### src/design/bclru_pkg.sv
// ----------------------------------------------------------------------------
// bclru_pkg
// Shared types and constants of the block cache LRU write-back directory:
// action and status codes, register indexes, and the command and status
// bundles between the controller and the datapath.
// ----------------------------------------------------------------------------
package bclru_pkg;

   localparam int WAYS_DEF       = 8;
   localparam int INDEX_BITS_DEF = 10;
   localparam int CAP_W          = 4;
   localparam int CNT_W          = 32;
   localparam int ACTION_W       = 2;
   localparam int STATUS_W       = 2;
   localparam int CSR_INDEX_W    = 2;

   typedef enum logic [ACTION_W-1:0] {
      ACT_READ        = 2'd0,
      ACT_ELEM_WRITE  = 2'd1,
      ACT_BLOCK_WRITE = 2'd2,
      ACT_FLUSH       = 2'd3
   } action_type;

   typedef enum logic [STATUS_W-1:0] {
      ST_HIT       = 2'd0,
      ST_MISS      = 2'd1,
      ST_RANGE_ERR = 2'd2,
      ST_FLUSH     = 2'd3
   } status_type;

   localparam logic [CSR_INDEX_W-1:0] CSR_ROWS     = 2'd0;
   localparam logic [CSR_INDEX_W-1:0] CSR_COLS     = 2'd1;
   localparam logic [CSR_INDEX_W-1:0] CSR_CAPACITY = 2'd2;

   typedef struct packed {
      logic load;
      logic lookup;
      logic evict_step;
      logic install;
      logic emit_final;
      logic flush_step;
      logic sel_flush;
   } cmd_type;

   typedef struct packed {
      logic is_flush;
      logic range_fault;
      logic hit;
      logic need_evict;
      logic evict_blocked;
      logic evict_last;
      logic out_free;
      logic flush_last;
   } stat_type;

endpackage

### src/design/bclru_ctrl.sv
// ----------------------------------------------------------------------------
// bclru_ctrl
// Sequencer of the cache directory: takes one request, runs the lookup,
// the eviction walk, the install or the flush walk, and hands each result
// word to the output register when it has room.
// ----------------------------------------------------------------------------
module bclru_ctrl (
   input  logic                clock,
   input  logic                reset,
   input  logic                req_valid,
   output logic                req_ready,
   input  bclru_pkg::stat_type stat,
   output bclru_pkg::cmd_type  cmd
);

   typedef enum logic [2:0] {
      S_IDLE,
      S_LOOKUP,
      S_EVICT,
      S_INSTALL,
      S_FINAL,
      S_FLUSH
   } state_type;

   state_type state_ff;
   state_type state_in;

   always_comb begin
      state_in = state_ff;
      cmd      = '0;
      case (state_ff)
         S_IDLE: begin
            if (req_valid) begin
               cmd.load = 1'b1;
               state_in = S_LOOKUP;
            end
         end
         S_LOOKUP: begin
            cmd.lookup = 1'b1;
            if (stat.is_flush) begin
               state_in = S_FLUSH;
            end else if (stat.range_fault || stat.hit) begin
               state_in = S_FINAL;
            end else if (stat.need_evict) begin
               state_in = S_EVICT;
            end else begin
               state_in = S_INSTALL;
            end
         end
         S_EVICT: begin
            // A dirty victim may have to push out the previous one first.
            if (!stat.evict_blocked) begin
               cmd.evict_step = 1'b1;
               if (stat.evict_last) begin
                  state_in = S_INSTALL;
               end
            end
         end
         S_INSTALL: begin
            cmd.install = 1'b1;
            state_in    = S_FINAL;
         end
         S_FINAL: begin
            if (stat.out_free) begin
               cmd.emit_final = 1'b1;
               state_in       = S_IDLE;
            end
         end
         S_FLUSH: begin
            cmd.sel_flush = 1'b1;
            if (stat.out_free) begin
               cmd.flush_step = 1'b1;
               if (stat.flush_last) begin
                  state_in = S_IDLE;
               end
            end
         end
         default: begin
            state_in = S_IDLE;
         end
      endcase
   end

   always_ff @(posedge clock) begin
      if (reset) begin
         state_ff <= S_IDLE;
      end else begin
         state_ff <= state_in;
      end
   end

   assign req_ready = (state_ff == S_IDLE);

endmodule

### src/design/bclru_dpath.sv
// ----------------------------------------------------------------------------
// bclru_dpath
// Directory datapath: configuration registers, request register, tag,
// dirty and age-rank registers with parallel tag compare, the saturating
// counters, the pending write-back holder and the output register.
// ----------------------------------------------------------------------------
module bclru_dpath #(
   parameter int WAYS       = bclru_pkg::WAYS_DEF,
   parameter int INDEX_BITS = bclru_pkg::INDEX_BITS_DEF
) (
   input  logic                                clock,
   input  logic                                reset,
   input  logic                                csr_write_enable,
   input  logic [bclru_pkg::CSR_INDEX_W-1:0]   csr_index,
   input  logic [((INDEX_BITS + 1 > bclru_pkg::CAP_W) ? INDEX_BITS + 1
                  : bclru_pkg::CAP_W)-1:0]     csr_write_data,
   input  logic [bclru_pkg::ACTION_W-1:0]      req_action,
   input  logic [INDEX_BITS-1:0]               req_block_row_index,
   input  logic [INDEX_BITS-1:0]               req_block_col_index,
   output logic                                rsp_valid,
   input  logic                                rsp_ready,
   output logic [bclru_pkg::STATUS_W-1:0]      rsp_status,
   output logic                                rsp_fill_needed,
   output logic                                rsp_writeback_valid,
   output logic [INDEX_BITS-1:0]               rsp_writeback_row,
   output logic [INDEX_BITS-1:0]               rsp_writeback_col,
   output logic [((WAYS > 1) ? $clog2(WAYS) : 1)-1:0] rsp_slot,
   output logic                                rsp_last,
   output logic [bclru_pkg::CNT_W-1:0]         rsp_hits_total,
   output logic [bclru_pkg::CNT_W-1:0]         rsp_misses_total,
   output logic [bclru_pkg::CNT_W-1:0]         rsp_writebacks_total,
   input  bclru_pkg::cmd_type                  cmd,
   output bclru_pkg::stat_type                 stat
);

   localparam int SLOT_W = (WAYS > 1) ? $clog2(WAYS) : 1;
   localparam int RANK_W = SLOT_W;
   localparam int OCC_W  = $clog2(WAYS + 1);
   localparam int LIM_W  = INDEX_BITS + 1;
   localparam int CAP_W  = bclru_pkg::CAP_W;
   localparam int CMP_W  = (OCC_W > CAP_W) ? OCC_W : CAP_W;
   localparam int CW     = bclru_pkg::CNT_W;
   localparam int AW     = bclru_pkg::ACTION_W;
   localparam int SW     = bclru_pkg::STATUS_W;
   localparam logic [LIM_W-1:0] LIM_RESET = LIM_W'(1) << INDEX_BITS;
   localparam logic [CAP_W-1:0] CAP_RESET = CAP_W'(8);

   function automatic logic [CW-1:0] sat_add(input logic [CW-1:0] c,
                                             input logic [CW-1:0] k);
      logic [CW:0] s;
      s = {1'b0, c} + {1'b0, k};
      return s[CW] ? {CW{1'b1}} : s[CW-1:0];
   endfunction

   // Configuration.
   logic [LIM_W-1:0] rows_lim_ff, rows_lim_in;
   logic [LIM_W-1:0] cols_lim_ff, cols_lim_in;
   logic [CAP_W-1:0] cap_ff, cap_in;

   // Request.
   logic [AW-1:0]         act_ff, act_in;
   logic [INDEX_BITS-1:0] row_ff, row_in;
   logic [INDEX_BITS-1:0] col_ff, col_in;

   // Directory.
   logic [WAYS-1:0]       valid_ff, valid_in;
   logic [WAYS-1:0]       dirty_ff, dirty_in;
   logic [INDEX_BITS-1:0] tag_row_ff [WAYS];
   logic [INDEX_BITS-1:0] tag_row_in [WAYS];
   logic [INDEX_BITS-1:0] tag_col_ff [WAYS];
   logic [INDEX_BITS-1:0] tag_col_in [WAYS];
   logic [RANK_W-1:0]     rank_ff [WAYS];
   logic [RANK_W-1:0]     rank_in [WAYS];
   logic [OCC_W-1:0]      used_ff, used_in;

   // Per-item working state.
   logic [RANK_W-1:0]     evict_rank_ff, evict_rank_in;
   logic                  pend_ff, pend_in;
   logic [INDEX_BITS-1:0] pend_row_ff, pend_row_in;
   logic [INDEX_BITS-1:0] pend_col_ff, pend_col_in;
   logic [SLOT_W-1:0]     pend_slot_ff, pend_slot_in;
   logic [SLOT_W-1:0]     slot_ff, slot_in;
   logic [SW-1:0]         class_ff, class_in;

   // Counters.
   logic [CW-1:0] hits_ff, hits_in;
   logic [CW-1:0] misses_ff, misses_in;
   logic [CW-1:0] wbs_ff, wbs_in;

   // Output register.
   logic                  out_valid_ff, out_valid_in;
   logic [SW-1:0]         out_status_ff, out_status_in;
   logic                  out_fill_ff, out_fill_in;
   logic                  out_wbv_ff, out_wbv_in;
   logic [INDEX_BITS-1:0] out_wr_ff, out_wr_in;
   logic [INDEX_BITS-1:0] out_wc_ff, out_wc_in;
   logic [SLOT_W-1:0]     out_slot_ff, out_slot_in;
   logic                  out_last_ff, out_last_in;
   logic [CW-1:0]         out_hits_ff, out_hits_in;
   logic [CW-1:0]         out_misses_ff, out_misses_in;
   logic [CW-1:0]         out_wbs_ff, out_wbs_in;

   // Lookup logic.
   logic [CMP_W-1:0]      cap_ext, cap_eff, cap_m1, used_ext;
   logic [OCC_W-1:0]      used_m1;
   logic [WAYS-1:0]       match, victim_vec, victim_dirty_vec, flush_vec;
   logic [SLOT_W-1:0]     hit_idx, victim_idx, free_idx, flush_idx, rd_idx;
   logic [RANK_W-1:0]     hit_rank;
   logic [OCC_W-1:0]      victim_dirty_cnt, flush_cnt;
   logic                  hit, range_fault, victim_dirty, out_free, flush_any;
   logic                  flush_last;
   logic                  evict_emit;
   logic [INDEX_BITS-1:0] rd_row, rd_col;

   always_comb begin
      cap_ext = CMP_W'(cap_ff);
      if (cap_ext == '0) begin
         cap_eff = CMP_W'(1);
      end else if (cap_ext > CMP_W'(WAYS)) begin
         cap_eff = CMP_W'(WAYS);
      end else begin
         cap_eff = cap_ext;
      end
      cap_m1   = cap_eff - CMP_W'(1);
      used_ext = CMP_W'(used_ff);
      used_m1  = used_ff - OCC_W'(1);

      range_fault = ({1'b0, row_ff} >= rows_lim_ff) || ({1'b0, col_ff} >= cols_lim_ff);

      hit_idx          = '0;
      victim_idx       = '0;
      free_idx         = '0;
      flush_idx        = '0;
      hit_rank         = '0;
      victim_dirty_cnt = '0;
      flush_cnt        = '0;
      for (int i = WAYS - 1; i >= 0; i--) begin
         match[i] = valid_ff[i] && (tag_row_ff[i] == row_ff) && (tag_col_ff[i] == col_ff);
         victim_vec[i] = valid_ff[i] && (rank_ff[i] == evict_rank_ff);
         // Entries at or above rank capacity-1 are the ones a miss evicts.
         victim_dirty_vec[i] = valid_ff[i] && dirty_ff[i] &&
                               (CMP_W'(rank_ff[i]) >= cap_m1);
         flush_vec[i] = valid_ff[i] && dirty_ff[i];
         if (match[i]) begin
            hit_idx = SLOT_W'(i);
         end
         if (victim_vec[i]) begin
            victim_idx = SLOT_W'(i);
         end
         if (!valid_ff[i]) begin
            free_idx = SLOT_W'(i);
         end
         if (flush_vec[i]) begin
            flush_idx = SLOT_W'(i);
         end
      end
      for (int i = 0; i < WAYS; i++) begin
         hit_rank         = hit_rank | (match[i] ? rank_ff[i] : '0);
         victim_dirty_cnt = victim_dirty_cnt + OCC_W'(victim_dirty_vec[i]);
         flush_cnt        = flush_cnt + OCC_W'(flush_vec[i]);
      end
      hit          = |match;
      victim_dirty = |(victim_vec & dirty_ff);
      flush_any    = |flush_vec;
      // True with no dirty block left or exactly one.
      flush_last   = (flush_vec & (flush_vec - WAYS'(1))) == '0;
      out_free     = !out_valid_ff || rsp_ready;
      evict_emit   = cmd.evict_step && victim_dirty && pend_ff;
      rd_idx       = cmd.sel_flush ? flush_idx : victim_idx;
      rd_row       = tag_row_ff[rd_idx];
      rd_col       = tag_col_ff[rd_idx];

      stat.is_flush      = (act_ff == bclru_pkg::ACT_FLUSH);
      stat.range_fault   = range_fault;
      stat.hit           = hit;
      stat.need_evict    = used_ext >= cap_eff;
      stat.evict_blocked = victim_dirty && pend_ff && !out_free;
      stat.evict_last    = CMP_W'(evict_rank_ff) == cap_m1;
      stat.out_free      = out_free;
      stat.flush_last    = flush_last;
   end

   always_comb begin
      rows_lim_in   = rows_lim_ff;
      cols_lim_in   = cols_lim_ff;
      cap_in        = cap_ff;
      act_in        = act_ff;
      row_in        = row_ff;
      col_in        = col_ff;
      valid_in      = valid_ff;
      dirty_in      = dirty_ff;
      tag_row_in    = tag_row_ff;
      tag_col_in    = tag_col_ff;
      rank_in       = rank_ff;
      used_in       = used_ff;
      evict_rank_in = evict_rank_ff;
      pend_in       = pend_ff;
      pend_row_in   = pend_row_ff;
      pend_col_in   = pend_col_ff;
      pend_slot_in  = pend_slot_ff;
      slot_in       = slot_ff;
      class_in      = class_ff;
      hits_in       = hits_ff;
      misses_in     = misses_ff;
      wbs_in        = wbs_ff;
      out_valid_in  = out_valid_ff;
      out_status_in = out_status_ff;
      out_fill_in   = out_fill_ff;
      out_wbv_in    = out_wbv_ff;
      out_wr_in     = out_wr_ff;
      out_wc_in     = out_wc_ff;
      out_slot_in   = out_slot_ff;
      out_last_in   = out_last_ff;
      out_hits_in   = out_hits_ff;
      out_misses_in = out_misses_ff;
      out_wbs_in    = out_wbs_ff;

      if (csr_write_enable) begin
         case (csr_index)
            bclru_pkg::CSR_ROWS:     rows_lim_in = csr_write_data[LIM_W-1:0];
            bclru_pkg::CSR_COLS:     cols_lim_in = csr_write_data[LIM_W-1:0];
            bclru_pkg::CSR_CAPACITY: cap_in = csr_write_data[CAP_W-1:0];
            default: begin
            end
         endcase
      end

      if (out_valid_ff && rsp_ready) begin
         out_valid_in = 1'b0;
      end

      // Any word loaded below carries the counters as they stand after
      // the lookup, which already accounts for the whole item.
      if (evict_emit || cmd.emit_final || cmd.flush_step) begin
         out_fill_in   = 1'b0;
         out_wbv_in    = 1'b0;
         out_wr_in     = '0;
         out_wc_in     = '0;
         out_slot_in   = '0;
         out_last_in   = 1'b1;
         out_hits_in   = hits_ff;
         out_misses_in = misses_ff;
         out_wbs_in    = wbs_ff;
      end

      if (cmd.load) begin
         act_in = req_action;
         row_in = req_block_row_index;
         col_in = req_block_col_index;
      end

      if (cmd.lookup) begin
         evict_rank_in = used_m1[RANK_W-1:0];
         pend_in       = 1'b0;
         if (act_ff == bclru_pkg::ACT_FLUSH) begin
            wbs_in = sat_add(wbs_ff, CW'(flush_cnt));
         end else if (range_fault) begin
            class_in = bclru_pkg::ST_RANGE_ERR;
         end else if (hit) begin
            class_in = bclru_pkg::ST_HIT;
            slot_in  = hit_idx;
            for (int i = 0; i < WAYS; i++) begin
               if (SLOT_W'(i) == hit_idx) begin
                  rank_in[i] = '0;
               end else if (valid_ff[i] && (rank_ff[i] < hit_rank)) begin
                  rank_in[i] = rank_ff[i] + RANK_W'(1);
               end
            end
            if (act_ff != bclru_pkg::ACT_READ) begin
               dirty_in[hit_idx] = 1'b1;
            end
            if (act_ff != bclru_pkg::ACT_BLOCK_WRITE) begin
               hits_in = sat_add(hits_ff, CW'(1));
            end
         end else begin
            class_in = bclru_pkg::ST_MISS;
            if (act_ff != bclru_pkg::ACT_BLOCK_WRITE) begin
               misses_in = sat_add(misses_ff, CW'(1));
            end
            wbs_in = sat_add(wbs_ff, CW'(victim_dirty_cnt));
         end
      end

      if (cmd.evict_step) begin
         if (victim_dirty) begin
            // The previous dirty victim goes out now; this one waits, since
            // the last of them rides on the final miss word.
            if (pend_ff) begin
               out_valid_in  = 1'b1;
               out_status_in = bclru_pkg::ST_MISS;
               out_wbv_in    = 1'b1;
               out_wr_in     = pend_row_ff;
               out_wc_in     = pend_col_ff;
               out_slot_in   = pend_slot_ff;
               out_last_in   = 1'b0;
            end
            pend_in      = 1'b1;
            pend_row_in  = rd_row;
            pend_col_in  = rd_col;
            pend_slot_in = victim_idx;
         end
         valid_in[victim_idx] = 1'b0;
         dirty_in[victim_idx] = 1'b0;
         used_in              = used_ff - OCC_W'(1);
         evict_rank_in        = evict_rank_ff - RANK_W'(1);
      end

      if (cmd.install) begin
         for (int i = 0; i < WAYS; i++) begin
            if (SLOT_W'(i) == free_idx) begin
               rank_in[i] = '0;
            end else if (valid_ff[i]) begin
               rank_in[i] = rank_ff[i] + RANK_W'(1);
            end
         end
         valid_in[free_idx]   = 1'b1;
         dirty_in[free_idx]   = (act_ff != bclru_pkg::ACT_READ);
         tag_row_in[free_idx] = row_ff;
         tag_col_in[free_idx] = col_ff;
         used_in              = used_ff + OCC_W'(1);
         slot_in              = free_idx;
      end

      if (cmd.emit_final) begin
         out_valid_in  = 1'b1;
         out_status_in = class_ff;
         if (class_ff == bclru_pkg::ST_HIT) begin
            out_slot_in = slot_ff;
         end else if (class_ff == bclru_pkg::ST_MISS) begin
            out_slot_in = slot_ff;
            out_fill_in = (act_ff == bclru_pkg::ACT_READ);
            out_wbv_in  = pend_ff;
            out_wr_in   = pend_ff ? pend_row_ff : '0;
            out_wc_in   = pend_ff ? pend_col_ff : '0;
         end
      end

      if (cmd.flush_step) begin
         out_valid_in  = 1'b1;
         out_status_in = bclru_pkg::ST_FLUSH;
         if (flush_any) begin
            out_wbv_in          = 1'b1;
            out_wr_in           = rd_row;
            out_wc_in           = rd_col;
            out_slot_in         = flush_idx;
            out_last_in         = flush_last;
            dirty_in[flush_idx] = 1'b0;
         end
      end
   end

   always_ff @(posedge clock) begin
      if (reset) begin
         rows_lim_ff  <= LIM_RESET;
         cols_lim_ff  <= LIM_RESET;
         cap_ff       <= CAP_RESET;
         valid_ff     <= '0;
         dirty_ff     <= '0;
         used_ff      <= '0;
         pend_ff      <= 1'b0;
         hits_ff      <= '0;
         misses_ff    <= '0;
         wbs_ff       <= '0;
         out_valid_ff <= 1'b0;
         for (int i = 0; i < WAYS; i++) begin
            rank_ff[i] <= '0;
         end
      end else begin
         rows_lim_ff  <= rows_lim_in;
         cols_lim_ff  <= cols_lim_in;
         cap_ff       <= cap_in;
         valid_ff     <= valid_in;
         dirty_ff     <= dirty_in;
         used_ff      <= used_in;
         pend_ff      <= pend_in;
         hits_ff      <= hits_in;
         misses_ff    <= misses_in;
         wbs_ff       <= wbs_in;
         out_valid_ff <= out_valid_in;
         rank_ff      <= rank_in;
      end
   end

   always_ff @(posedge clock) begin
      act_ff        <= act_in;
      row_ff        <= row_in;
      col_ff        <= col_in;
      tag_row_ff    <= tag_row_in;
      tag_col_ff    <= tag_col_in;
      evict_rank_ff <= evict_rank_in;
      pend_row_ff   <= pend_row_in;
      pend_col_ff   <= pend_col_in;
      pend_slot_ff  <= pend_slot_in;
      slot_ff       <= slot_in;
      class_ff      <= class_in;
      out_status_ff <= out_status_in;
      out_fill_ff   <= out_fill_in;
      out_wbv_ff    <= out_wbv_in;
      out_wr_ff     <= out_wr_in;
      out_wc_ff     <= out_wc_in;
      out_slot_ff   <= out_slot_in;
      out_last_ff   <= out_last_in;
      out_hits_ff   <= out_hits_in;
      out_misses_ff <= out_misses_in;
      out_wbs_ff    <= out_wbs_in;
   end

   assign rsp_valid            = out_valid_ff;
   assign rsp_status           = out_status_ff;
   assign rsp_fill_needed      = out_fill_ff;
   assign rsp_writeback_valid  = out_wbv_ff;
   assign rsp_writeback_row    = out_wr_ff;
   assign rsp_writeback_col    = out_wc_ff;
   assign rsp_slot             = out_slot_ff;
   assign rsp_last             = out_last_ff;
   assign rsp_hits_total       = out_hits_ff;
   assign rsp_misses_total     = out_misses_ff;
   assign rsp_writebacks_total = out_wbs_ff;

endmodule

### src/design/block_cache_lru_writeback_unit.sv
// ----------------------------------------------------------------------------
// block_cache_lru_writeback_unit
// Tag directory of a fully associative write-back block cache with LRU
// replacement.
// ----------------------------------------------------------------------------
// Usage:
// A request word (req_*) names an action and a block; it is taken when
// req_valid and req_ready are both high. Each request produces one or more
// result words on rsp_*, the final one marked by rsp_last. A miss may first
// emit words for dirty victims; a flush emits one word per dirty block, or
// a single word if none is dirty. The block works on one request at a time.
// A hit or an out-of-range access goes from the lookup to its final word; a
// miss runs the eviction walk when the directory is at capacity, then the
// install, then its final word. The next request is accepted the cycle
// after the final word is loaded, so a waiting result does not hold off the
// next request. The per-item cost is set by the parallel lookup and the
// eviction and flush walks, one entry per cycle unless a word waits for room.
// When the receiver holds rsp_ready low, the result sits in the output
// register and any further word of the same request waits behind it.
// Reset empties the directory, clears the counters and restores the
// configuration to the full grid and capacity 8, at most WAYS. The user
// must write configuration via csr_* only while idle; nothing enforces it.
// ----------------------------------------------------------------------------
module block_cache_lru_writeback_unit #(
   parameter int WAYS       = bclru_pkg::WAYS_DEF,
   parameter int INDEX_BITS = bclru_pkg::INDEX_BITS_DEF
) (
   input  logic                                clock,
   input  logic                                reset,
   input  logic                                csr_write_enable,
   input  logic [bclru_pkg::CSR_INDEX_W-1:0]   csr_index,
   input  logic [((INDEX_BITS + 1 > bclru_pkg::CAP_W) ? INDEX_BITS + 1
                  : bclru_pkg::CAP_W)-1:0]     csr_write_data,
   input  logic                                req_valid,
   output logic                                req_ready,
   input  logic [bclru_pkg::ACTION_W-1:0]      req_action,
   input  logic [INDEX_BITS-1:0]               req_block_row_index,
   input  logic [INDEX_BITS-1:0]               req_block_col_index,
   output logic                                rsp_valid,
   input  logic                                rsp_ready,
   output logic [bclru_pkg::STATUS_W-1:0]      rsp_status,
   output logic                                rsp_fill_needed,
   output logic                                rsp_writeback_valid,
   output logic [INDEX_BITS-1:0]               rsp_writeback_row,
   output logic [INDEX_BITS-1:0]               rsp_writeback_col,
   output logic [((WAYS > 1) ? $clog2(WAYS) : 1)-1:0] rsp_slot,
   output logic                                rsp_last,
   output logic [bclru_pkg::CNT_W-1:0]         rsp_hits_total,
   output logic [bclru_pkg::CNT_W-1:0]         rsp_misses_total,
   output logic [bclru_pkg::CNT_W-1:0]         rsp_writebacks_total
);

   bclru_pkg::cmd_type  cmd;
   bclru_pkg::stat_type stat;

   bclru_ctrl u_ctrl (
      .clock     (clock),
      .reset     (reset),
      .req_valid (req_valid),
      .req_ready (req_ready),
      .stat      (stat),
      .cmd       (cmd)
   );

   bclru_dpath #(
      .WAYS       (WAYS),
      .INDEX_BITS (INDEX_BITS)
   ) u_dpath (
      .clock                (clock),
      .reset                (reset),
      .csr_write_enable     (csr_write_enable),
      .csr_index            (csr_index),
      .csr_write_data       (csr_write_data),
      .req_action           (req_action),
      .req_block_row_index  (req_block_row_index),
      .req_block_col_index  (req_block_col_index),
      .rsp_valid            (rsp_valid),
      .rsp_ready            (rsp_ready),
      .rsp_status           (rsp_status),
      .rsp_fill_needed      (rsp_fill_needed),
      .rsp_writeback_valid  (rsp_writeback_valid),
      .rsp_writeback_row    (rsp_writeback_row),
      .rsp_writeback_col    (rsp_writeback_col),
      .rsp_slot             (rsp_slot),
      .rsp_last             (rsp_last),
      .rsp_hits_total       (rsp_hits_total),
      .rsp_misses_total     (rsp_misses_total),
      .rsp_writebacks_total (rsp_writebacks_total),
      .cmd                  (cmd),
      .stat                 (stat)
   );

endmodule
### config.mk
export PLATFORM = sky130hd
export DESIGN_NAME = block_cache_lru_writeback_unit
export DESIGN_NICKNAME = d
export VERILOG_FILES = /design/src/design/bclru_pkg.sv /design/src/design/bclru_ctrl.sv /design/src/design/bclru_dpath.sv /design/src/design/block_cache_lru_writeback_unit.sv
export SDC_FILE = /design/constraint.sdc
export NUM_CORES = 1
export LEC_CHECK = 0
export ABC_AREA = 1
export BUFFER_PORTS_ARGS = -buffer_cell sky130_fd_sc_hd__buf_2
export CORE_UTILIZATION = 40
export DETAILED_ROUTE_END_ITERATION = 7
export PLACE_DENSITY_LB_ADDON = 0.1
export SETUP_SLACK_MARGIN = 0.2
export SLEW_MARGIN = 20
export SYNTH_ARGS = -nofsm -noshare
export SYNTH_HDL_FRONTEND = slang
export SYNTH_SLANG_ARGS = --single-unit
### constraint.sdc
create_clock -name clock -period 9.5 [get_ports clock]
set_clock_uncertainty 0.2 [all_clocks]
set_input_delay 0 -clock clock [delete_from_list [all_inputs] [get_ports clock]]
set_output_delay 0 -clock clock [all_outputs]
set_load 0.02 [all_outputs]
# --- Word-level counts from Yosys, hierarchy flattened ---
# Index checks and enable logic that the tools add are counted.
totals:
  regBits: 508
  in_bits: 40
  output_inout_bits: 126
  wordCells: 499
op_classes:
  add_sub_neg: 31
  magnitude_cmp: 31
  n_eq_ne: 59
  n_mux: 207
  n_bitwise: 21
  n_reduce_logical: 95
op_table:
  columns: ["cell", "count"]
  rows:
  - ["$mux W3", 97]
  - ["$mux W10", 25]
  - ["$mux W32", 7]
  - ["$bwmux W80", 2]
  - ["$eq A10 B10 Y1", 16]
  - ["$mux W24", 5]
  - ["$mux W8", 11]
  - ["$add A32 B1 Y33 const B", 2]
  - ["$add A32 B4 Y33", 2]
  - ["$bmux W10 S3", 2]
  - ["$logic_and A1 B1 Y1", 58]
  - ["$add A4 B1 Y4", 12]
  - ["$mux W1", 42]
  - ["$and A8 B8 Y8", 5]
  - ["$ge A3 B4 Y1", 8]
  - ["$demux W10 S3", 1]
  - ["$add A3 B1 Y3 const B", 8]
  - ["$eq A3 B3 Y1", 8]
  - ["$eq A3 B3 Y1 const A", 8]
  - ["$lt A3 B3 Y1", 8]
  - ["$reduce_or A8 Y1", 3]
  - ["$ge A10 B11 Y1", 2]
  - ["$or A3 B3 Y3", 7]
  - ["$pmux W3 S6", 1]
  - ["41 further kinds", 104]

# --- Logic depth before layout (Yosys ltp) ---
# Gate-level depths: netlist of run 1.
depth:
  depth_word: 28
  mapped_depth: 37
  ltp_nobuf: 37

# --- By module ---
# Synthesis of run 1 repeated with hierarchy kept, for this count alone.
hier_totals:
  cells_unflattened: 4208
  hier_area_um2: 30717.0
modules_own_cells:
  columns: ["mod", "n_inst", "cells_per_inst", "area_per_inst_um2", "seq_area_each_um2"]
  rows:
  - ["bclru_dpath", 1, 4157, 30454.2, 13202.7]
  - ["bclru_ctrl", 1, 51, 262.8, 60.1]

# --- Worst setup path after synthesis of run 1 ---
# OpenSTA, ideal clock, no wires.
synth_path:
  kind: "reg-to-reg"
  startpoint: "register u_dpath.cap_ff[0] (netlist: u_dpath.cap_ext[0])"
  endpoint: "register u_dpath.wbs_ff[13]"
  setup_ps: 59
  arrival_time_ps: 6316
  required_time_ps: 9241
  slack_ps: 2925
  path_stages_with_launch: 32
  path_buffers: 1
  period_less_slack_ps: 6575
  path_cell_list: "dfxtp_1 -> nor2_1 -> nand2_1 -> inv_1 -> nor2_1 -> nor2_1 -> inv_1 -> ha_1 -> xor2_1 -> ha_1 -> inv_1 -> nor2_1 -> o21ai_0 -> inv_1 -> ha_1 -> inv_1 -> fa_1 -> fa_1 -> fa_1 -> fa_1 -> fa_1 -> o211ai_2 -> nand2_1 -> nor2_2 -> nand2_1 -> nor2_1 -> nand2_1 -> nand2_2 -> buf_4 -> o22ai_1 -> o21bai_1 -> o211a_1"
synth_via:
  elab_chain_cells: 18
  word_cells_on_any_way: 33
  cone_classes: "9 x add/sub; 9 x order compare; 6 x mux; 9 x reduce/logical"
synth_rtl:
  columns: ["element", "line_no", "source"]
  rows:
  - ["from (decl)", "bclru_dpath.sv:58", "logic [CAP_W-1:0] cap_ff, cap_in;"]
  - ["from (signal assigned)", "bclru_dpath.sv:371", "cap_ff <= cap_in;"]
  - ["$gt A4 B4 Y1", "bclru_dpath.sv:119", "end else if (cap_ext > CMP_W'(WAYS)) begin"]
  - ["$mux W4", "bclru_dpath.sv:119", null]
  - ["$mux W4 (*)", "bclru_dpath.sv:117", "if (cap_ext == '0) begin"]
  - ["$sub A4 B1 Y4 (*)", "bclru_dpath.sv:124", "cap_m1 = cap_eff - CMP_W'(1);"]
  - ["$ge A3 B4 Y1", "bclru_dpath.sv:142", "(CMP_W'(rank_ff[i]) >= cap_m1);"]
  - ["$logic_and A1 B1 Y1", "bclru_dpath.sv:141", "victim_dirty_vec[i] = valid_ff[i] && dirty_ff[i] &&"]
  - ["$add A1 B1 Y2", "bclru_dpath.sv:159", "victim_dirty_cnt = victim_dirty_cnt + OCC_W'(victim_dirty_vec[i]);"]
  - ["$add A4 B1 Y4 (5 in series)", "bclru_dpath.sv:159", null]
  - ["$add A4 B1 Y4 (*)", "bclru_dpath.sv:159", null]
  - ["$add A32 B4 Y33 (*)", "bclru_dpath.sv:51", "s = {1'b0, c} + {1'b0, k};"]
  - ["$mux W32 (*)", "bclru_dpath.sv:52", "return s[CW] ? {CW{1'b1}} : s[CW-1:0];"]
  - ["$mux W32 (*)", "bclru_dpath.sv:259", "end else if (hit) begin"]
  - ["$mux W32 (*)", "bclru_dpath.sv:257", "end else if (range_fault) begin"]
  - ["$mux W32 (*)", "bclru_dpath.sv:255", "if (act_ff == bclru_pkg::ACT_FLUSH) begin"]
  - ["to (signal assigned)", "bclru_dpath.sv:378", "wbs_ff <= wbs_in;"]
  - ["to (decl)", "bclru_dpath.sv:88", "logic [CW-1:0] wbs_ff, wbs_in;"]
# Every way passes the cells marked *; elsewhere a longest branch is shown, timed or not. The select of a mux whose other input is x is not followed.
# A chain may end at the register's enable or synchronous reset.

# --- Worst setup path in the final report of run 1 ---
layout_path:
  startpoint: "register u_dpath.cap_ff[0] (netlist: u_dpath.cap_ext[0])"
  endpoint: "register u_dpath.wbs_ff[28]"
# The elaborated chain is that of the path after synthesis.

==> results of run 1 <==
## cells in the final DEF (no fill, tap or decap), types with 94 or more instances in the layout
cell type and instances:
sky130_fd_sc_hd__ha_1 94, sky130_fd_sc_hd__edfxtp_1 309, sky130_fd_sc_hd__inv_1 520, sky130_fd_sc_hd__nand3_1 265
sky130_fd_sc_hd__o21ai_0 198, sky130_fd_sc_hd__nor2_1 396, sky130_fd_sc_hd__nand2_1 1289, sky130_fd_sc_hd__dfxtp_1 199
sky130_fd_sc_hd__a21oi_1 181, sky130_fd_sc_hd__buf_2 165
## worst paths after layout
| path | from | end | slack, ns | depth (start not counted) |
|---|---|---|---|---|
| setup / recovery | u_dpath.cap_ext[0] | u_dpath.wbs_ff[28] | 1.49 | 31 |
| hold / removal | csr_write_data[7] | u_dpath.rows_lim_ff[7] | 0.04 | 4 |
| setup reg to reg | u_dpath.cap_ext[0] | u_dpath.wbs_ff[28] | 1.49 | 31 |
| hold reg to reg | u_dpath.slot_ff[2] | u_dpath.rsp_slot[2] | 0.25 | 2 |
## kinds of logic after synthesis
logic type                 Yosys count  synth area share, %
buffers and inverters              682                 9.45
and+or+nand+nor                   2220                 31.1
muxes                                1               0.0326
xor gates and xnor gates            80                 2.33
AOI/OAI and AO/OA                  531                 9.51
adders and majority gates          104                 4.48
DFF                                508                 43.1
## worst register-to-register path, delay by kind of cell (launching register included)
kind                       cells  cell delay (ns)
xor gates and xnor gates       1             0.73
adders and majority gates      8             3.41
buffers and inverters          5             0.50
DFF                            1             0.32
AOI/OAI and AO/OA              5             0.85
and+or+nand+nor               12             1.98
## layer usage
layer / track usage (%) / share of wire, %
met5: 0 / 0
met4: 6.47 / 2.2
met3: 3.61 / 7.0
met2: 40.1 / 43
met1: 38.1 / 47
## flip-flops by register name, summed over array words and instances, names as in the netlist, 11 cells and up
signal,cells
u_dpath.wbs_ff,32
u_dpath.rank_ff,24
u_dpath.rows_lim_ff,11
u_dpath.rsp_writebacks_total,32
u_dpath.misses_ff,32
u_dpath.rsp_misses_total,32
u_dpath.hits_ff,32
u_dpath.rsp_hits_total,32
u_dpath.tag_row_ff,80
u_dpath.tag_col_ff,80
u_dpath.cols_lim_ff,11
## power by group through the flow
stage	combinational, mW	clock (mW)	sequential, mW
4_1_cts	1.11	2.42	2.71
3_5_place_dp	1.08	0	2.76
6_report	1.12	2.36	2.71
5_1_grt	1.24	2.49	2.73
2_1_floorplan	0.678	0	2.77
3_3_place_gp	1.08	0	2.76
## layout make-up
class                   instances  area (um^2)  area share [%]
clock buffers                  82         1710            4.85
clock inverters                28          290           0.825
inverters                     562         2150            6.11
repair buffers                276         1850            5.27
flip-flops and latches        508        13300            37.7
multi-input cells            2936        14600            41.6
well taps                    1030         1290            3.66
## through the flow
stage | hold slack (ns) | cells | cell area (um^2) | total power, mW | worst slack, ns
4_1_cts | 0.0119 | 5422 | 35200 | 6.24 | 1.43
2_1_floorplan | -0.101 | 4126 | 30700 | 3.45 | 2.92
3_3_place_gp | -0.0228 | 5234 | 32400 | 3.84 | 1.55
5_1_grt | 0.0710 | 5422 | 35200 | 6.47 | 0.812
3_5_place_dp | -0.0219 | 5234 | 32400 | 3.84 | 1.42
6_report | 0.0402 | 5422 | 35200 | 6.19 | 1.49
==> out/summary.md, run 1 <==
* **result of the run** completed
* **Slew Limit Headroom** 19.8%
* **maximum number of pins on one net before global-route repair** 138
* **routed wire length** 102000 um
* **Worst-Margin Slew** 1.19 ns
* **boundary pin count** 166
* **Layout area overhead** 14.4%
* **kind of cell adding the most delay to the critical path** adder cells
* **Peak Freq** 125 MHz
* **post-synth net total** 4270
* **Top FF cell, synth** sky130_fd_sc_hd__edfxtp_1
* **CP max stage cell** sky130_fd_sc_hd__xor2_1
* **fraction of layout instances using a drive strength above 1** 10.0%
* **type of destination of the critical path** register
* **total number of nets in the final design** 4487
* **DIE AREA** 0.0780 mm^2
* **TritonCTS Sinks** 508
* **vias in the first global route** 26200
* **initial standard-cell utilization of the core** 40.5%
* **Yosys reg bits** 508
* **global-route wire length before repair** 156000 um
* **number of enable flip-flop cells after synthesis** 309
* **switching share of power** 31.0%
* **number of port buffers** 165
* **synthesized area per cell** 7.45 um^2
* **routed via count divided by cell count** 5.15
* **maximum fanout count along the critical path** 24
* **final critical path time including I/O delays and setup** 8.01 ns
* **total standard cell area after synthesis** 0.0307 mm^2
* **leading post-synthesis cells by instance count** sky130_fd_sc_hd__nand2_1 (1291), sky130_fd_sc_hd__inv_1 (521), sky130_fd_sc_hd__nor2_1 (402)
* **share of the clock period used by the worst path** 84.3%
* **Tot GR Track Use** 26.0%
* **Horiz. Die Dim** 279 um
* **total overflow reported by the global router** 0
* **std cell rows** 101
* **buffer cell driving the clock tree root** sky130_fd_sc_hd__clkbuf_16
* **startpoint type of the worst setup path** register
* **final hold violations** 0
* **post-CTS setup buffer count** 0
* **1st-iter DRT viols** 2361
* **initial antenna violation count** 0
* **final setup violation count** 0
* **final core area utilization** 46.3%
* **top-area cell type share of the netlist area** 30.2%
* **source-to-sink clock delay at the later pin of the worst-skew pair** 0.65 ns
* **post-detailed-route DRC marker count** 0
* **delay contributed by the slowest stage of the critical path** 0.73 ns
* **Gate Count Post-Synth** 4126
* **number of hold buffers added after CTS** 78
* **Clk pin slew, worst setup/hold paths** 0.06 ns
* **vertical extent of the die** 279 um
* **power per cell area** 176 mW/mm^2
* **worst path arrival time** 8.38 ns
* **path class of the lowest-slack min-delay path** input pin to register
* **area of the core** 0.0759 mm^2
* **# Max-Cap Violations** 0
* **Yosys warnings** 0
* **largest cells by area after synthesis** sky130_fd_sc_hd__edfxtp_1 (30%), sky130_fd_sc_hd__nand2_1 (16%), sky130_fd_sc_hd__dfxtp_1 (13%)
* **detailed-router iteration count before antenna repair** 6
* **antenna fix cells** 0
* **number of unique standard cell types used by synthesis** 66
* **top cell type by total area after synthesis** sky130_fd_sc_hd__edfxtp_1
* **Critical Path RT** 9.88 ns
* **HPWL after detailed placement** 76500 um
* **fraction of synthesis flops using an asynchronous set or reset pin** 0%
* **clock buffers created by TritonCTS** 59
* **combinational share of power** 18.0%
* **number of resized instances in the post-cts repair step** 0
* **via count of the routed design** 27900
* **H-tree depth** 2
* **count of nets left with antenna violations after detail routing** 0
* **Fillers** 7738
* **most instantiated library cell after synthesis** sky130_fd_sc_hd__nand2_1
* **placer congestion estimate** 0.935
* **CTS tree** yes
* **Switch Pwr** 1.92 mW
* **mean routed wirelength per cell** 18.9 um
* **clock buffer depth** 3
* **setup TNS after final layout** 0 ns
* **type of the setup path with the least slack** register to register
* **part of the Yosys area used for sequential elements** 43.1%
* **power share of the sequential group** 43.8%
* **unrepaired setup endpoints after global routing** no
* **maximum resistive drop on vdd** 0.166 mV
* **Int Power** 4.27 mW
* **share of total power in the clock network** 38.2%
* **crit path buf inv count** 5
* **leakage power figure** 15.8 nW
* **Final Slew Violations** 0
Power figures use the tool's default switching activity.
==> run 2, diff against run 1 <==
- clock period: 9.5 -> 6.9 ns (I/O delays scaled with it)
==> run 2 against run 1 <==
Compared with the run above: die area unchanged; worst hold slack gained 0.019 ns; worst setup slack worse by 0.89 ns; sequential share of layout area shrank 0.14 points; total power rose by 35%; first-iteration DRC count fell by 3.3%; flip-flop and latch count unchanged; cell count rose by 0.33%; non-clock buffer count rose by 19; largest power group unchanged.
==> out/summary.md, run 2 (synthesis gave the netlist of run 1 again) <==
* **type of the setup path with the least slack** register to register
* **Peak Freq** 159 MHz
* **Fillers** 7826
* **most repeated library cell on the critical path** sky130_fd_sc_hd__inv_1
* **buffer cell driving the clock tree root** sky130_fd_sc_hd__clkbuf_16
* **placer congestion estimate** 0.952
* **Slew Limit Headroom** 25.3%
* **routed via count divided by cell count** 5.14
* **boundary pin count** 166
* **leakage power figure** 15.8 nW
* **most common cell after layout, fill and taps aside** sky130_fd_sc_hd__nand2_1
* **start of the worst register-to-register path** u_dpath.cap_ext[0]
* **power share of the sequential group** 44.9%
* **Horiz. Die Dim** 279 um
* **final critical path time including I/O delays and setup** 6.29 ns
* **clock buffers created by TritonCTS** 58
* **std cell rows** 101
* **DIE AREA** 0.0780 mm^2
* **result of the run** completed
* **reg2reg setup slack** 0.61 ns
* **hold_ws** 0.0592 ns
* **CTS tree** yes
* **worst path arrival time** 6.60 ns
* **Switch Pwr** 2.62 mW
* **vertical extent of the die** 279 um
* **overall power after layout** 8.38 mW
* **final hold violations** 0
* **HPWL after detailed placement** 77300 um
* **final setup violation count** 0
* **final core area utilization** 46.5%
* **clock buffer depth** 3
* **combinational share of power** 18.1%
* **maximum number of pins on one net before global-route repair** 91
* **via count of the routed design** 28000
* **routed wire length** 102000 um
* **r2r worst-path depth** 33
* **post-detailed-route DRC marker count** 0
* **global-route wire length before repair** 155000 um
* **Setup crit start** u_dpath.cap_ext[0]
* **switching share of power** 31.3%
* **power per cell area** 237 mW/mm^2
* **detailed-router iteration count before antenna repair** 6
* **area of the core** 0.0759 mm^2
* **Final Non-Filler Cells** 5440
* **CP endpoint** u_dpath.wbs_ff[30]
* **total overflow reported by the global router** 0
* **1st-iter DRT viols** 2282
* **initial antenna violation count** 1
* **vias in the first global route** 25700
* **initial standard-cell utilization of the core** 40.5%
* **Final Slew Violations** 0
* **FF+latch area** 0.0133 mm^2
* **fraction of layout instances using a drive strength above 1** 10.6%
* **antenna fix cells** 0
* **CP max stage cell** sky130_fd_sc_hd__fa_1
* **setup TNS after final layout** 0 ns
* **H-tree depth** 2
* **TritonCTS Sinks** 508
* **path class of the lowest-slack min-delay path** input pin to register
* **unrepaired setup endpoints after global routing** no
* **source-to-sink clock delay at the later pin of the worst-skew pair** 0.64 ns
* **Tot GR Track Use** 25.9%
* **mean routed wirelength per cell** 18.8 um
* **terminus of the critical flop-to-flop path** u_dpath.wbs_ff[30]
* **share of total power in the clock network** 37.0%
* **share of the clock period used by the worst path** 91.2%
* **type of destination of the critical path** register
* **Worst-Margin Slew** 1.12 ns
* **startpoint type of the worst setup path** register
* **# Max-Cap Violations** 0
* **commonest cells after routing, fill and taps aside** sky130_fd_sc_hd__nand2_1 (1286), sky130_fd_sc_hd__inv_1 (517), sky130_fd_sc_hd__nor2_1 (390), sky130_fd_sc_hd__edfxtp_1 (309), sky130_fd_sc_hd__nand3_1 (265)
* **Clk pin slew, worst setup/hold paths** 0.06 ns
* **total number of nets in the final design** 4505
* **Critical Path RT** 7.20 ns
* **largest registers** u_dpath.tag_col_ff (80), u_dpath.tag_row_ff (80)
* **Layout area overhead** 14.9%
* **delay contributed by the slowest stage of the critical path** 0.56 ns
* **maximum fanout count along the critical path** 4
* **maximum resistive drop on vdd** 0.194 mV
* **number of port buffers** 165
* **Placed Cells** 5246
* **area of the multi-input gates** 0.0147 mm^2
* **Int Power** 5.76 mW
* **count of nets left with antenna violations after detail routing** 0
-- run 2: cell count changes in the layout (fill, tap and decap cells not counted), sizes merged --
cell | before | now
buf | 198 | 217
clkinvlp | 1 | 3
clkbuf | 82 | 77
inv | 564 | 565
clkinv | 20 | 23
bufinv | 5 | 3
-- run 2: worst min-delay path by stage --
| stage | start | endpoint | slack (ns) | depth (start not counted) |
|---|---|---|---|---|
| finish | csr_write_data[7] | u_dpath.rows_lim_ff[7] | 0.06 | 4 |
| global route | csr_write_data[7] | u_dpath.rows_lim_ff[7] | 0.06 | 4 |
| CTS | csr_write_data[0] | u_dpath.rows_lim_ff[0] | 0.03 | 4 |
| detailed placement | req_block_row_index[8] | u_dpath.row_ff[8] | -0.02 | 1 |
| global placement | req_block_col_index[4] | u_dpath.col_ff[4] | -0.02 | 1 |
| floorplan | req_action[0] | u_dpath.act_ff[0] | -0.10 | 0 |
-- run 2: worst max-delay path: cells and delay by family, from the launching register on --
| family | cells | cell delay [ns] |
|---|---|---|
| buffers and inverters | 7 | 0.52 |
| xor gates and xnor gates | 1 | 0.21 |
| AOI/OAI and AO/OA | 4 | 0.55 |
| and+or+nand+nor | 13 | 1.32 |
| DFF | 1 | 0.33 |
| adders and majority gates | 8 | 3.05 |
-- run 2: repair_timing --
item,CTS,global route
hold endpoints to repair,155,0
cloned,0,0
buffers inserted,1,6
resized for setup,4,24
pin swaps,1,11
hold buffers,78,0
endpoints found under the setup margin,7,31
-- run 2: power groups by stage --
| stage | combinational (mW) | clock [mW] | sequential [mW] |
|---|---|---|---|
| final | 1.52 | 3.10 | 3.76 |
| after global routing | 1.69 | 3.29 | 3.79 |
| after CTS | 1.50 | 3.17 | 3.76 |
| after detailed placement | 1.46 | 0 | 3.82 |
| after global placement | 1.46 | 0 | 3.82 |
| after floorplan | 0.933 | 0 | 3.82 |
-- run 2: metrics by stage --
stage               instance area, um^2  setup WS (ns)
floorplan                         30700          0.325
global placement                  32500          0.179
detailed placement                32500         0.0782
CTS                               35200          0.231
global route                      35300          0.215
finish                            35300          0.605
-- run 2: layout make-up --
class / count / share of cell area [%]
well taps: 1030 / 3.65
clock inverters: 32 / 0.684
inverters: 562 / 6.09
multi-input cells: 2936 / 41.6
clock buffers: 77 / 4.66
repair buffers: 295 / 5.72
flip-flops and latches: 508 / 37.6
-- run 2: per-layer routing --
| layer | global-route usage [%] | share of wire (%) | up-vias |
|---|---|---|---|
| met5 | 0 | 0.013 | - |
| met4 | 6.02 | 2.0 | 2 |
| met3 | 3.97 | 7.9 | 135 |
| met2 | 39.6 | 43 | 958 |
| met1 | 38.1 | 47 | 13000 |
| li1 | - | - | 13900 |
